### config.mk
export PLATFORM = sky130hd
export DESIGN_NAME = thermal_pi_frequency_governor_unit
export DESIGN_NICKNAME = d
export VERILOG_FILES = /design/src/rtl/tpfg_pkg.sv /design/src/rtl/thermal_pi_frequency_governor_unit.sv
export SDC_FILE = /design/constraint.sdc
export NUM_CORES = 2
export LEC_CHECK = 0
export BUFFER_PORTS_ARGS = -buffer_cell sky130_fd_sc_hd__buf_2
export CORE_ASPECT_RATIO = 0.8
export CORE_MARGIN = 2
export CORE_UTILIZATION = 67
export CTS_BUF_LIST = sky130_fd_sc_hd__clkbuf_4
export CTS_CLUSTER_SIZE = 14
export DETAILED_ROUTE_END_ITERATION = 16
export MAX_ROUTING_LAYER = met4
export PLACE_DENSITY = 0.93
export REMOVE_ABC_BUFFERS = 1
export SLEW_MARGIN = 20
export SYNTH_ARGS = -nofsm -noshare
export SYNTH_HDL_FRONTEND = slang
export SYNTH_SLANG_ARGS = --single-unit
### constraint.sdc
create_clock -name clk -period 9.78 [get_ports clk]
set_input_delay 1.956 -clock clk [delete_from_list [all_inputs] [get_ports clk]]
set_output_delay 1.956 -clock clk [all_outputs]
set_load 0.03 [all_outputs]
### src/rtl/tpfg_pkg.sv
// Shared widths, constants and register codes of the thermal frequency governor.
package tpfg_pkg;

    localparam int ERROR_SLOTS    = 8;
    localparam int CEILING_MARGIN = 0;
    localparam int PI_PERIOD      = 1;

    localparam int TEMP_W     = 19;
    localparam int DIFF_W     = TEMP_W + 1;
    localparam int GAIN_W     = 16;
    localparam int FREQ_W     = 22;
    localparam int OUT_W      = 23;
    localparam int MODE_W     = 2;
    localparam int ACC_W      = 48;
    localparam int ERR_W      = 30;
    localparam int CFG_IDX_W  = 4;
    localparam int CFG_DATA_W = 22;

    localparam int SLOT_W  = (ERROR_SLOTS > 1) ? $clog2(ERROR_SLOTS) : 1;
    localparam int PHASE_W = (PI_PERIOD > 1) ? $clog2(PI_PERIOD) : 1;
    localparam int SUM_W   = ERR_W + $clog2(ERROR_SLOTS);
    localparam int MUL_W   = SUM_W + GAIN_W + 1;
    localparam int PI_W    = MUL_W + 1;

    localparam int DIVISOR  = 100;
    localparam int REM_W    = 7;
    localparam int DIV_STEP = 16;
    localparam int DIV_W    = ((PI_W + DIV_STEP - 1) / DIV_STEP) * DIV_STEP;
    localparam int DIV_CNT  = DIV_W / DIV_STEP;
    localparam int DCNT_W   = (DIV_CNT > 1) ? $clog2(DIV_CNT) : 1;
    localparam int WIDE_W   = ((ACC_W > DIV_W + 1) ? ACC_W : DIV_W + 1) + 1;

    localparam int DIG_W       = REM_W + DIV_STEP;
    localparam int RECIP_SHIFT = DIG_W + REM_W;
    localparam int RECIP_W     = 24;
    localparam int PROD_W      = DIG_W + RECIP_W;
    localparam logic [RECIP_W-1:0] RECIP =
        RECIP_W'(((1 << RECIP_SHIFT) + DIVISOR - 1) / DIVISOR);

    localparam logic signed [ACC_W-1:0] ACC_MIN = {1'b1, {(ACC_W - 1){1'b0}}};
    localparam logic signed [ACC_W-1:0] ACC_RESET = ACC_W'(4000000 + CEILING_MARGIN);

    localparam logic [MODE_W-1:0] MODE_THRESHOLD = 2'd0;
    localparam logic [MODE_W-1:0] MODE_PI        = 2'd1;

    localparam logic [CFG_IDX_W-1:0] REG_CONTROL_MODE  = 4'd0;
    localparam logic [CFG_IDX_W-1:0] REG_TARGET_TEMP   = 4'd1;
    localparam logic [CFG_IDX_W-1:0] REG_P_GAIN        = 4'd2;
    localparam logic [CFG_IDX_W-1:0] REG_I_GAIN        = 4'd3;
    localparam logic [CFG_IDX_W-1:0] REG_COOL_GAIN     = 4'd4;
    localparam logic [CFG_IDX_W-1:0] REG_THROTTLE_TEMP = 4'd5;
    localparam logic [CFG_IDX_W-1:0] REG_THROTTLE_FREQ = 4'd6;
    localparam logic [CFG_IDX_W-1:0] REG_MAX_FREQ      = 4'd7;

endpackage

### src/rtl/thermal_pi_frequency_governor_unit.sv
// Top level of the thermal governor: threshold law and a sequenced PI step.
// Threshold, held and off-period ticks go through DECIDE and OUT before their result is presented.
// A PI step runs ERR, RING, PMUL, IMUL, PISUM, the divider, ACC, CLAMP, REQ and OUT; a negative error is first scaled.
// The divide by 100 is a reciprocal multiply on 16-bit digits, one digit per cycle.
// One item is in flight at a time, so a new item is taken only once the last result is loaded into the output.
// Reset is asynchronous and restores the register defaults, the empty ring and the accumulator.
module thermal_pi_frequency_governor_unit (
    input  logic                                  clk,
    input  logic                                  rst_n,
    input  logic                                  in_valid,
    output logic                                  in_stall,
    input  logic signed [tpfg_pkg::TEMP_W-1:0]    temperature,
    output logic                                  out_valid,
    input  logic                                  out_stall,
    output logic        [tpfg_pkg::OUT_W-1:0]     freq_target,
    output logic                                  freq_changed,
    output logic                                  throttle_flag,
    input  logic                                  cfg_valid,
    output logic                                  cfg_ready,
    input  logic        [tpfg_pkg::CFG_IDX_W-1:0] cfg_index,
    input  logic        [tpfg_pkg::CFG_DATA_W-1:0] cfg_data
);
    import tpfg_pkg::*;

    localparam logic [3:0] S_IDLE    = 4'd0;
    localparam logic [3:0] S_DECIDE  = 4'd1;
    localparam logic [3:0] S_ERR     = 4'd2;
    localparam logic [3:0] S_COOLMUL = 4'd3;
    localparam logic [3:0] S_DLOAD   = 4'd4;
    localparam logic [3:0] S_DIV     = 4'd5;
    localparam logic [3:0] S_DFIX    = 4'd6;
    localparam logic [3:0] S_RING    = 4'd7;
    localparam logic [3:0] S_PMUL    = 4'd8;
    localparam logic [3:0] S_IMUL    = 4'd9;
    localparam logic [3:0] S_PISUM   = 4'd10;
    localparam logic [3:0] S_ACC     = 4'd11;
    localparam logic [3:0] S_CLAMP   = 4'd12;
    localparam logic [3:0] S_REQ     = 4'd13;
    localparam logic [3:0] S_OUT     = 4'd14;

    localparam logic DSEL_COOL = 1'b0;
    localparam logic DSEL_PI   = 1'b1;

    logic [MODE_W-1:0]        mode_reg;
    logic signed [TEMP_W-1:0] target_temp_reg;
    logic [GAIN_W-1:0]        p_gain_reg;
    logic [GAIN_W-1:0]        i_gain_reg;
    logic [GAIN_W-1:0]        cool_gain_reg;
    logic signed [TEMP_W-1:0] throttle_temp_reg;
    logic [FREQ_W-1:0]        throttle_freq_reg;
    logic [FREQ_W-1:0]        max_freq_reg;

    logic [3:0]               state_reg;
    logic                     div_sel_reg;
    logic [DCNT_W-1:0]        div_cnt_reg;
    logic [31:0]              tick_reg;
    logic [PHASE_W-1:0]       phase_reg;
    logic [SLOT_W-1:0]        slot_reg;
    logic [SLOT_W-1:0]        ring_addr_reg;
    logic [ERROR_SLOTS-1:0]   ring_valid_reg;
    logic signed [SUM_W-1:0]  sum_reg;
    logic signed [ACC_W-1:0]  accum_reg;
    logic [OUT_W-1:0]         last_request_reg;
    logic                     changed_reg;
    logic                     hot_reg;
    logic                     out_valid_reg;
    logic [OUT_W-1:0]         freq_target_reg;
    logic                     freq_changed_reg;
    logic                     throttle_flag_reg;

    logic signed [TEMP_W-1:0] temp_reg;
    logic signed [ERR_W-1:0]  err_reg;
    logic signed [PI_W-1:0]   prod_reg;
    logic signed [MUL_W-1:0]  mulr_reg;
    logic [DIV_W-1:0]         div_q_reg;
    logic [REM_W-1:0]         div_r_reg;
    logic                     div_neg_reg;
    logic signed [DIV_W:0]    div_res_reg;
    logic signed [WIDE_W-1:0] acc_sum_reg;

    logic signed [ERR_W-1:0]  ring_mem [ERROR_SLOTS];
    logic signed [ERR_W-1:0]  ring_rd_reg;
    logic                     ring_we;

    logic                     hot;
    logic [OUT_W-1:0]         thr_freq;
    logic                     advance;
    logic [31:0]              tick_next;
    logic [PHASE_W-1:0]       phase_next;
    logic [SLOT_W-1:0]        slot_next;
    logic signed [DIFF_W-1:0] diff;
    logic signed [SUM_W-1:0]  mul_a;
    logic [GAIN_W-1:0]        mul_b;
    logic signed [GAIN_W:0]   mul_bs;
    logic signed [MUL_W-1:0]  mul_p;
    logic [PI_W-1:0]          mag;
    logic [DIG_W-1:0]         div_x;
    logic [PROD_W-1:0]        div_prod;
    logic [DIV_STEP-1:0]      div_digit;
    logic [DIG_W-1:0]         div_back;
    logic [DIG_W-1:0]         div_rem;
    logic [DIV_W-1:0]         div_q_next;
    logic [REM_W-1:0]         div_r_next;
    logic signed [DIV_W:0]    dq_s;
    logic signed [DIV_W:0]    div_val;
    logic signed [ERR_W-1:0]  ring_old;
    logic signed [WIDE_W-1:0] ceil_w;
    logic signed [WIDE_W-1:0] acc_min_w;
    logic [OUT_W-1:0]         req_val;
    logic                     out_load;

    assign cfg_ready     = 1'b1;
    assign in_stall      = (state_reg != S_IDLE);
    assign out_valid     = out_valid_reg;
    assign freq_target   = freq_target_reg;
    assign freq_changed  = freq_changed_reg;
    assign throttle_flag = throttle_flag_reg;

    always_ff @(posedge clk or negedge rst_n)
    begin
        if (!rst_n)
        begin
            mode_reg          <= MODE_THRESHOLD;
            target_temp_reg   <= TEMP_W'(85000);
            p_gain_reg        <= '0;
            i_gain_reg        <= '0;
            cool_gain_reg     <= GAIN_W'(100);
            throttle_temp_reg <= TEMP_W'(90000);
            throttle_freq_reg <= '0;
            max_freq_reg      <= FREQ_W'(4000000);
        end
        else if (cfg_valid)
        begin
            unique case (cfg_index)
                REG_CONTROL_MODE:  mode_reg          <= cfg_data[MODE_W-1:0];
                REG_TARGET_TEMP:   target_temp_reg   <= cfg_data[TEMP_W-1:0];
                REG_P_GAIN:        p_gain_reg        <= cfg_data[GAIN_W-1:0];
                REG_I_GAIN:        i_gain_reg        <= cfg_data[GAIN_W-1:0];
                REG_COOL_GAIN:     cool_gain_reg     <= cfg_data[GAIN_W-1:0];
                REG_THROTTLE_TEMP: throttle_temp_reg <= cfg_data[TEMP_W-1:0];
                REG_THROTTLE_FREQ: throttle_freq_reg <= cfg_data[FREQ_W-1:0];
                REG_MAX_FREQ:      max_freq_reg      <= cfg_data[FREQ_W-1:0];
                default:           ;
            endcase
        end
    end

    assign hot      = (temp_reg >= throttle_temp_reg);
    assign thr_freq = hot ? OUT_W'(throttle_freq_reg) : OUT_W'(max_freq_reg);
    assign advance  = (mode_reg == MODE_THRESHOLD) || (mode_reg == MODE_PI)
                      || (phase_reg != '0);
    assign diff     = DIFF_W'(target_temp_reg) - DIFF_W'(temp_reg);

    always_comb
    begin
        tick_next  = tick_reg + 32'd1;
        phase_next = phase_reg + PHASE_W'(1);
        slot_next  = slot_reg;
        if (tick_reg == '1)
        begin
            phase_next = '0;
            slot_next  = '0;
        end
        else if (phase_reg == PHASE_W'(PI_PERIOD - 1))
        begin
            phase_next = '0;
            slot_next  = (slot_reg == SLOT_W'(ERROR_SLOTS - 1)) ? '0 : slot_reg + SLOT_W'(1);
        end
    end

    always_comb
    begin
        mul_a = sum_reg;
        mul_b = i_gain_reg;
        case (state_reg)
            S_COOLMUL:
            begin
                mul_a = SUM_W'(err_reg);
                mul_b = cool_gain_reg;
            end
            S_PMUL:
            begin
                mul_a = SUM_W'(err_reg);
                mul_b = p_gain_reg;
            end
            default:
            begin
                mul_a = sum_reg;
                mul_b = i_gain_reg;
            end
        endcase
    end

    assign mul_bs = $signed({1'b0, mul_b});
    assign mul_p  = MUL_W'(mul_a) * MUL_W'(mul_bs);
    assign mag    = prod_reg[PI_W-1] ? PI_W'(-prod_reg) : PI_W'(prod_reg);

    always_comb
    begin
        div_x      = {div_r_reg, div_q_reg[DIV_W-1 -: DIV_STEP]};
        div_prod   = PROD_W'(div_x) * PROD_W'(RECIP);
        div_digit  = div_prod[RECIP_SHIFT +: DIV_STEP];
        div_back   = DIG_W'(div_digit) * DIG_W'(DIVISOR);
        div_rem    = div_x - div_back;
        div_q_next = {div_q_reg[DIV_W-DIV_STEP-1:0], div_digit};
        div_r_next = div_rem[REM_W-1:0];
    end

    assign dq_s      = $signed({1'b0, div_q_reg});
    assign div_val   = div_neg_reg ? -dq_s : dq_s;
    assign ring_old  = ring_valid_reg[ring_addr_reg] ? ring_rd_reg : '0;
    assign ceil_w    = WIDE_W'(max_freq_reg) + WIDE_W'(CEILING_MARGIN);
    assign acc_min_w = WIDE_W'(ACC_MIN);

    always_comb
    begin
        if (accum_reg[ACC_W-1])
        begin
            req_val = '0;
        end
        else if (|accum_reg[ACC_W-2:OUT_W])
        begin
            req_val = '1;
        end
        else
        begin
            req_val = accum_reg[OUT_W-1:0];
        end
    end

    assign out_load = (state_reg == S_OUT) && (!out_valid_reg || !out_stall);
    assign ring_we  = (state_reg == S_RING);

    always_ff @(posedge clk or negedge rst_n)
    begin
        if (!rst_n)
        begin
            state_reg         <= S_IDLE;
            div_sel_reg       <= DSEL_COOL;
            div_cnt_reg       <= '0;
            tick_reg          <= '0;
            phase_reg         <= '0;
            slot_reg          <= '0;
            ring_addr_reg     <= '0;
            ring_valid_reg    <= '0;
            sum_reg           <= '0;
            accum_reg         <= ACC_RESET;
            last_request_reg  <= '0;
            changed_reg       <= 1'b0;
            hot_reg           <= 1'b0;
            out_valid_reg     <= 1'b0;
            freq_target_reg   <= '0;
            freq_changed_reg  <= 1'b0;
            throttle_flag_reg <= 1'b0;
        end
        else
        begin
            if (out_load)
            begin
                out_valid_reg <= 1'b1;
            end
            else if (out_valid_reg && !out_stall)
            begin
                out_valid_reg <= 1'b0;
            end
            unique case (state_reg)
                S_IDLE:
                begin
                    if (in_valid)
                    begin
                        state_reg <= S_DECIDE;
                    end
                end
                S_DECIDE:
                begin
                    hot_reg       <= hot;
                    changed_reg   <= (mode_reg == MODE_THRESHOLD)
                                     && (thr_freq != last_request_reg);
                    ring_addr_reg <= slot_reg;
                    if (advance)
                    begin
                        tick_reg  <= tick_next;
                        phase_reg <= phase_next;
                        slot_reg  <= slot_next;
                    end
                    if (mode_reg == MODE_THRESHOLD)
                    begin
                        last_request_reg <= thr_freq;
                        state_reg        <= S_OUT;
                    end
                    else if ((phase_reg == '0) && (mode_reg == MODE_PI))
                    begin
                        state_reg <= S_ERR;
                    end
                    else
                    begin
                        state_reg <= S_OUT;
                    end
                end
                S_ERR:
                begin
                    state_reg <= err_reg[ERR_W-1] ? S_COOLMUL : S_RING;
                end
                S_COOLMUL:
                begin
                    div_sel_reg <= DSEL_COOL;
                    state_reg   <= S_DLOAD;
                end
                S_DLOAD:
                begin
                    div_cnt_reg <= '0;
                    state_reg   <= S_DIV;
                end
                S_DIV:
                begin
                    div_cnt_reg <= div_cnt_reg + DCNT_W'(1);
                    if (div_cnt_reg == DCNT_W'(DIV_CNT - 1))
                    begin
                        state_reg <= S_DFIX;
                    end
                end
                S_DFIX:
                begin
                    state_reg <= (div_sel_reg == DSEL_COOL) ? S_RING : S_ACC;
                end
                S_RING:
                begin
                    sum_reg                       <= sum_reg - SUM_W'(ring_old) + SUM_W'(err_reg);
                    ring_valid_reg[ring_addr_reg] <= 1'b1;
                    state_reg                     <= S_PMUL;
                end
                S_PMUL:
                begin
                    state_reg <= S_IMUL;
                end
                S_IMUL:
                begin
                    state_reg <= S_PISUM;
                end
                S_PISUM:
                begin
                    div_sel_reg <= DSEL_PI;
                    state_reg   <= S_DLOAD;
                end
                S_ACC:
                begin
                    state_reg <= S_CLAMP;
                end
                S_CLAMP:
                begin
                    if (acc_sum_reg > ceil_w)
                    begin
                        accum_reg <= ACC_W'(ceil_w);
                    end
                    else if (acc_sum_reg < acc_min_w)
                    begin
                        accum_reg <= ACC_MIN;
                    end
                    else
                    begin
                        accum_reg <= ACC_W'(acc_sum_reg);
                    end
                    state_reg <= S_REQ;
                end
                S_REQ:
                begin
                    if (req_val != last_request_reg)
                    begin
                        last_request_reg <= req_val;
                        changed_reg      <= 1'b1;
                    end
                    state_reg <= S_OUT;
                end
                S_OUT:
                begin
                    if (out_load)
                    begin
                        freq_target_reg   <= last_request_reg;
                        freq_changed_reg  <= changed_reg;
                        throttle_flag_reg <= hot_reg;
                        state_reg         <= S_IDLE;
                    end
                end
                default:
                begin
                    state_reg <= S_IDLE;
                end
            endcase
        end
    end

    always_ff @(posedge clk)
    begin
        case (state_reg)
            S_IDLE:
            begin
                if (in_valid)
                begin
                    temp_reg <= temperature;
                end
            end
            S_DECIDE:
            begin
                err_reg <= ERR_W'(diff);
            end
            S_COOLMUL:
            begin
                prod_reg <= PI_W'(mul_p);
            end
            S_DLOAD:
            begin
                div_q_reg   <= DIV_W'(mag);
                div_r_reg   <= '0;
                div_neg_reg <= prod_reg[PI_W-1];
            end
            S_DIV:
            begin
                div_q_reg <= div_q_next;
                div_r_reg <= div_r_next;
            end
            S_DFIX:
            begin
                if (div_sel_reg == DSEL_COOL)
                begin
                    err_reg <= ERR_W'(div_val);
                end
                else
                begin
                    div_res_reg <= div_val;
                end
            end
            S_PMUL:
            begin
                prod_reg <= PI_W'(mul_p);
            end
            S_IMUL:
            begin
                mulr_reg <= mul_p;
            end
            S_PISUM:
            begin
                prod_reg <= prod_reg + PI_W'(mulr_reg);
            end
            S_ACC:
            begin
                acc_sum_reg <= WIDE_W'(accum_reg) + WIDE_W'(div_res_reg);
            end
            default:
            begin
            end
        endcase
    end

    always_ff @(posedge clk)
    begin
        if (ring_we)
        begin
            ring_mem[ring_addr_reg] <= err_reg;
        end
        ring_rd_reg <= ring_mem[ring_addr_reg];
    end

`ifndef SYNTHESIS
    a_rem_range: assert property (@(posedge clk) disable iff (!rst_n)
        (state_reg == S_DIV) |-> (div_r_reg < REM_W'(DIVISOR)))
        else $error("divider remainder out of range");

    a_div_exit: assert property (@(posedge clk) disable iff (!rst_n)
        (state_reg == S_DIV) && (div_cnt_reg == DCNT_W'(DIV_CNT - 1)) |=>
        (state_reg == S_DFIX))
        else $error("divider did not finish on its last step");

    a_slot_range: assert property (@(posedge clk) disable iff (!rst_n)
        (phase_reg <= PHASE_W'(PI_PERIOD - 1)) && (slot_reg <= SLOT_W'(ERROR_SLOTS - 1)))
        else $error("tick phase or ring slot out of range");

    a_accept_start: assert property (@(posedge clk) disable iff (!rst_n)
        in_valid && !in_stall |=> (state_reg == S_DECIDE))
        else $error("accepted item did not start processing");

    a_pi_only_mode: assert property (@(posedge clk) disable iff (!rst_n)
        (state_reg == S_DECIDE) && (mode_reg != MODE_PI) |=> (state_reg == S_OUT))
        else $error("PI step started outside PI mode");
`endif

endmodule

After elaboration in Yosys (flattened, before gate mapping)
Memory sizes are Yosys's and may differ from the RTL's. A register that Yosys moved wholly into a read port is not among the register bits.
Index checks and enable logic that the tools add are counted.
{"block": "totals", "output_inout_bits": 28, "ff_bits": 671, "wordCells": 175, "inputBits": 50, "memories": 1, "ram_bits": 240}
{"name": "ring_mem", "words": 8, "width": 30, "read_ports": 1, "rd_ports_with_merged_regs": 1, "wr": 1, "line": "thermal_pi_frequency_governor_unit.sv:81", "source": "logic signed [ERR_W-1:0] ring_mem [ERROR_SLOTS];"}
{"block": "classes", "n_mul": 3, "magnitude_cmp": 5, "n_addsub": 12, "bitwise_logic": 2, "n_eq_ne": 34, "n_reduce_logical": 40, "n_mux": 43}
{"op": "64-bit case mux with 2 select lines", "count": 1}
{"op": "51-bit case mux with 2 select lines", "count": 1}
{"op": "48-bit two-way mux", "count": 2}
{"op": "23-bit two-way mux", "count": 4}
{"op": "48-bit by 65-bit adder with 66-bit output", "count": 1}
{"op": "66-bit by 23-bit > comparator with 1-bit output", "count": 1}
{"op": "66-bit by 48-bit < comparator with 1-bit output (second input constant)", "count": 1}
{"op": "64-bit negation with 65-bit output", "count": 1}
{"op": "64-bit two-way mux", "count": 1}
{"op": "30-bit two-way mux", "count": 2}
{"op": "30-bit case mux with 2 select lines", "count": 1}
{"op": "4-bit case mux with 14 select lines", "count": 1}
{"op": "51-bit by 50-bit adder with 51-bit output", "count": 1}
{"op": "51-bit two-way mux", "count": 1}
{"op": "51-bit negation", "count": 1}
{"op": "33-bit by 17-bit multiplier with 50-bit output", "count": 1}
{"op": "23-bit by 24-bit multiplier with 46-bit output (second input constant)", "count": 1}
{"op": "23-bit case mux with 2 select lines", "count": 1}
{"op": "33-bit by 30-bit adder with 33-bit output", "count": 1}
{"op": "33-bit two-way mux", "count": 1}
{"op": "33-bit by 30-bit subtractor with 33-bit output", "count": 1}
{"op": "32-bit by 1-bit adder with 32-bit output (second input constant)", "count": 1}
{"op": "32-bit == test (second input constant)", "count": 1}
{"op": "4-bit by 3-bit == test with 1-bit output (second input constant)", "count": 8}
{"op": "42 further kinds", "count": 103}

Longest topological paths before layout
{"block": "depth", "ltp_word": 6, "mapped_depth": 35, "depth_no_buf": 32}

Least setup slack after synthesis
Ideal clock, no wire load.
{"block": "synth_path", "path_kind": "flip-flop to flip-flop", "start": "register state_reg[2]", "end": "register prod_reg[46] (data pin)", "t_arrival_ps": 8263, "setup_time_ps": 260, "setup_slack_ps": 1257, "stages_incl_launch_ff": 34, "required_ps": 9520, "period_less_slack_ps": 8523, "path_buffers": 4, "path_cell_list": "dfrtp_1 -> clkbuf_1 -> inv_1 -> nand2_1 -> nor3_1 -> nor2_1 -> clkbuf_1 -> clkbuf_1 -> o21ai_0 -> clkbuf_1 -> nand2_1 -> fa_1 -> inv_1 -> fa_1 -> inv_1 -> fa_1 -> inv_1 -> fa_1 -> fa_1 -> inv_1 -> fa_1 -> inv_1 -> ha_1 -> and4_1 -> and3_1 -> o21ai_0 -> a21oi_1 -> o221ai_1 -> a31o_2 -> a221o_1 -> o311ai_0 -> nand2_1 -> xnor2_1 -> mux2_2"}
{"block": "synth_between", "elab_chain_len": 5, "elab_cells_between_ends": 8, "cone_classes": "mul: 1; eq/ne: 3; mux: 3; reduce/logical: 1"}
{"item": "start: declaration", "line": "thermal_pi_frequency_governor_unit.sv:53", "source": "logic [3:0] state_reg;"}
{"item": "start signal: assignment", "line": "thermal_pi_frequency_governor_unit.sv:302", "source": "state_reg <= err_reg[ERR_W-1] ? S_COOLMUL : S_RING;"}
{"item": "start signal: assignment", "line": "thermal_pi_frequency_governor_unit.sv:324", "source": "state_reg <= (div_sel_reg == DSEL_COOL) ? S_RING : S_ACC;"}
{"item": "4-bit == test / 4-bit by 2-bit == test with 1-bit output (equally long branches)", "line": "thermal_pi_frequency_governor_unit.sv:175", "source": "case (state_reg)"}
{"item": "2-bit OR reduction (no source line)"}
{"item": "33-bit two-way mux", "line": "thermal_pi_frequency_governor_unit.sv:175"}
{"item": "33-bit by 17-bit multiplier with 50-bit output *", "line": "thermal_pi_frequency_governor_unit.sv:195", "source": "assign mul_p = MUL_W'(mul_a) * MUL_W'(mul_bs);"}
{"item": "via mul_p[46]", "line": "thermal_pi_frequency_governor_unit.sv:95", "source": "logic signed [MUL_W-1:0] mul_p;"}
{"item": "51-bit case mux with 2 select lines *", "line": "thermal_pi_frequency_governor_unit.sv:394", "source": "case (state_reg)"}
{"item": "end signal: assignment", "line": "thermal_pi_frequency_governor_unit.sv:408", "source": "prod_reg <= PI_W'(mul_p);"}
{"item": "end signal: assignment", "line": "thermal_pi_frequency_governor_unit.sv:434", "source": "prod_reg <= PI_W'(mul_p);"}
{"item": "end signal: assignment", "line": "thermal_pi_frequency_governor_unit.sv:442", "source": "prod_reg <= prod_reg + PI_W'(mulr_reg);"}
{"item": "end: declaration", "line": "thermal_pi_frequency_governor_unit.sv:73", "source": "logic signed [PI_W-1:0] prod_reg;"}
The timed path passes the listed nets; every way through them passes the cells marked *.
A chain may end at the register's enable or synchronous reset.

Worst setup path in the final report
{"block": "layout_path", "start": "register state_reg[2]", "end": "register prod_reg[48] (data pin)"}
The elaborated chain is that of the path after synthesis.

==> results.sh <==
export IMPL_synth_area_leaders="edfxtp_1, fa_1, ha_1"
export IMPL_async_flop_share_pct=33.72
export IMPL_antenna_found_initial=5
export IMPL_synth_cells=7511
export IMPL_period_share_pct=92.85
export IMPL_grt_pass1_wl_um=341400
export IMPL_fin_util_pct=72.62
export IMPL_grt_setup_unrepaired="false"
export IMPL_viasPerCell=6.319
export IMPL_drc=0
export IMPL_via_count=59149
export IMPL_fin_crit_ns=9.081
export IMPL_core_area_um2=113000
export IMPL_maxSlewViolCount=0
export IMPL_drtAntennaViolNets=0
export IMPL_cts_hold_buf=0
export IMPL_fin_tns_setup_ns=0
export IMPL_rows=110
export IMPL_worstSkewPairLatency_ns=1.28
export IMPL_die_w_um=382.3
export IMPL_cp_max_fo=82
export IMPL_netlist_area_leader_share_pct=23.22
export IMPL_synth_area_um2=76700
export IMPL_crit_path_end_kind="register"
export IMPL_fin_ws_ns=0.6988
export IMPL_grt_usage_pct=39.16
export IMPL_hold_class="register to register"
export IMPL_cts_root_buf="clkbuf_4"
export IMPL_wire_per_inst_um=23.57
export IMPL_worst_ep_arrival_time_ns=10.04
export IMPL_cts_resized=0
export IMPL_start_util_pct=67.88
export IMPL_cts_max_level=4
export IMPL_tightest_slew_ns=1.095
export IMPL_drtIter0Drc=6875
export IMPL_grt_ovfl_total=0
export IMPL_syn2layout_area_growth_pct=6.988
export IMPL_final_cell_area_um2=82060
export IMPL_ys_ff_latch=940
export IMPL_grt_pass1_vias=59629
export IMPL_finalWirelength_um=220600
export IMPL_setup_viol=0
export IMPL_dieArea_um2=117200
export IMPL_clk_pin_slew_ns=0.07
export IMPL_cap_violations=0
export IMPL_cts_buffers_inserted=223
export IMPL_hold_viol_final=0
export IMPL_yosys_area_top_type="edfxtp_1"
export IMPL_final_nets=9004
export IMPL_num_io_pins=78
export IMPL_synth_flop_cell="edfxtp_1"
export IMPL_status="completed"
export IMPL_portBuffers=76
export IMPL_max_freq_mhz=110.1
export IMPL_synth_edf_count=593
export IMPL_placed_area_um2=78930
export IMPL_syn_avg_cell_area_um2=10.21
export IMPL_ys_seq_area_share_pct=34.39
export IMPL_cts_tree="yes"
export IMPL_largest_register_ffs=240
export IMPL_worstSetupPathType="register to register"
export IMPL_cp_required_ns=10.73
export IMPL_finClkSkew_ns=0.08444
export IMPL_ys_types=86
export IMPL_gp_congestion=1.008
export IMPL_slew_headroom_pct=24.92
export IMPL_cp_start_kind="register"
export IMPL_fp_dieH_um=306.6
export IMPL_postCtsSetupBuffers=0
export IMPL_place_ws_ns=0.8116
export IMPL_cts_max_path_buffers=3
export IMPL_synth_warning_count=0
export IMPL_dp_hpwl_um=166000
export IMPL_firstDrtPassIters=10
export IMPL_cts_sinks=940
export IMPL_grt_start_max_net_pins=141
export IMPL_drive_above_1_share_pct=10.57
-- stage by stage --
| step | cells | hold slack [ns] |
|---|---|---|
| global route | 9358 | 0.4848 |
| floorplan | 7217 | 0.4376 |
| detailed placement | 8924 | 0.4551 |
| finish | 9360 | 0.4711 |
| global placement | 8924 | 0.4513 |
| CTS | 9347 | 0.4711 |
-- layer usage --
layer	track usage (%)	up-vias	wire [µm]	share of wire, %
met4	14.81	0	9223	4.2
li1	-	25715	-	-
met1	52.48	28812	85020	39
met3	11.85	699	30250	14
met5	-	-	0	0
met2	56.44	3923	96100	44
-- area by class of cell --
class	count	area, µm²
multi-input combinational	5081	44870
fill	7537	30930
sequential	940	26380
inverter	1196	4489
clock buffer	347	2605
tap	1512	1892
timing repair buffer	195	1309
clock inverter	76	486.7
antenna	13	32.53
-- cells in the final DEF (no fill, tap or decap), types with 30 or more instances in the layout --
| cell | synthesis | final |
|---|---|---|
| o21bai_1 | 34 | 34 |
| nor4_1 | 39 | 39 |
| a22o_1 | 47 | 47 |
| dfrtp_1 | 286 | 286 |
| o21a_1 | 46 | 46 |
| nor3_1 | 61 | 58 |
| dfstp_2 | 31 | 31 |
| nand2_1 | 787 | 784 |
| buf_4 | 1 | 117 |
| edfxtp_1 | 593 | 593 |
| mux2_2 | 127 | 127 |
| a21o_1 | 146 | 146 |
| o21ai_0 | 364 | 361 |
| ha_1 | 583 | 583 |
| inv_1 | 1196 | 1196 |
| nand3_1 | 67 | 65 |
| fa_1 | 734 | 734 |
| a21oi_1 | 272 | 267 |
| or2_2 | 37 | 37 |
| dfxtp_1 | 30 | 30 |
| mux2i_1 | 48 | 48 |
| a22oi_1 | 139 | 139 |
| nor2_1 | 422 | 413 |
| o31ai_1 | 82 | 81 |
| buf_2 | 0 | 75 |
| nor2b_1 | 59 | 59 |
| clkbuf_4 | 0 | 347 |
| and2_1 | 50 | 48 |
| xnor2_1 | 249 | 249 |
| nand2b_1 | 47 | 47 |
| and3_1 | 38 | 38 |
| nand4_1 | 91 | 91 |
| clkinv_1 | 0 | 47 |
| xor2_1 | 134 | 134 |
-- synth_stat cells, types with 23 or more instances --
cell type  instances
inv_1           1196
nand2_1          787
fa_1             734
edfxtp_1         593
ha_1             583
nor2_1           422
o21ai_0          364
dfrtp_1          286
clkbuf_1         283
a21oi_1          272
xnor2_1          249
a21o_1           146
a22oi_1          139
xor2_1           134
mux2_2           127
nand4_1           91
o31ai_1           82
nand3_1           67
nor3_1            61
nor2b_1           59
and2_1            50
mux2i_1           48
a22o_1            47
nand2b_1          47
o21a_1            46
nor4_1            39
and3_1            38
or2_2             37
o21bai_1          34
dfstp_2           31
dfxtp_1           30
or3_1             28
a32oi_1           24
a31oi_1           23
or4_1             23
-- worst max-delay path, stage by stage (launching register included) --
cell	delay (ns)
dfrtp_1	0.52
inv_1	0.17
nand2_1	0.30
nor3_2	0.10
nor2_4	0.27
buf_12	0.36
mux2i_1	0.95
nor2_1	0.17
fa_1	0.58
inv_1	0.08
fa_1	0.50
fa_1	0.52
inv_1	0.05
fa_1	0.48
fa_1	0.58
inv_1	0.07
fa_1	0.53
inv_1	0.05
ha_1	0.33
nand2_1	0.09
a21oi_1	0.20
o221ai_1	0.23
a31o_2	0.29
a221o_1	0.41
o311ai_0	0.39
nand2_1	0.11
xnor2_1	0.16
mux2_2	0.26
-- logic make-up (layout without fill, tap and decap cells) --
kind of cell	count (synthesis)	after routing	share of synthesized area, %
AOI/OAI and AO/OA	1396	1396	11.96
adders and majority gates	1317	1317	28.67
xor gates and xnor gates	383	383	4.373
buffers and inverters	1490	1814	7.297
and+or+nand+nor	1809	1809	10.82
DFF	940	940	34.39
other	1	14	0.004889
muxes	175	175	2.491
-- worst paths after layout --
check / start / endpoint / slack [ns] / depth (start not counted)
worst min register to register: tick_reg[12] / tick_reg[12] / 0.47 / 1
worst max-delay path: state_reg[2] / prod_reg[48] / 0.70 / 27
min in group asynchronous: rst_n / last_request_reg[1] / 0.81 / 1
max in group asynchronous: rst_n / throttle_temp_reg[15] / 7.50 / 2
worst max register to register: state_reg[2] / prod_reg[48] / 0.70 / 27
worst min-delay path: tick_reg[12] / tick_reg[12] / 0.47 / 1
Power is left out: the tool's default activity adds up to more than one toggle a clock period on the data nets, which glitch-free logic cannot reach.
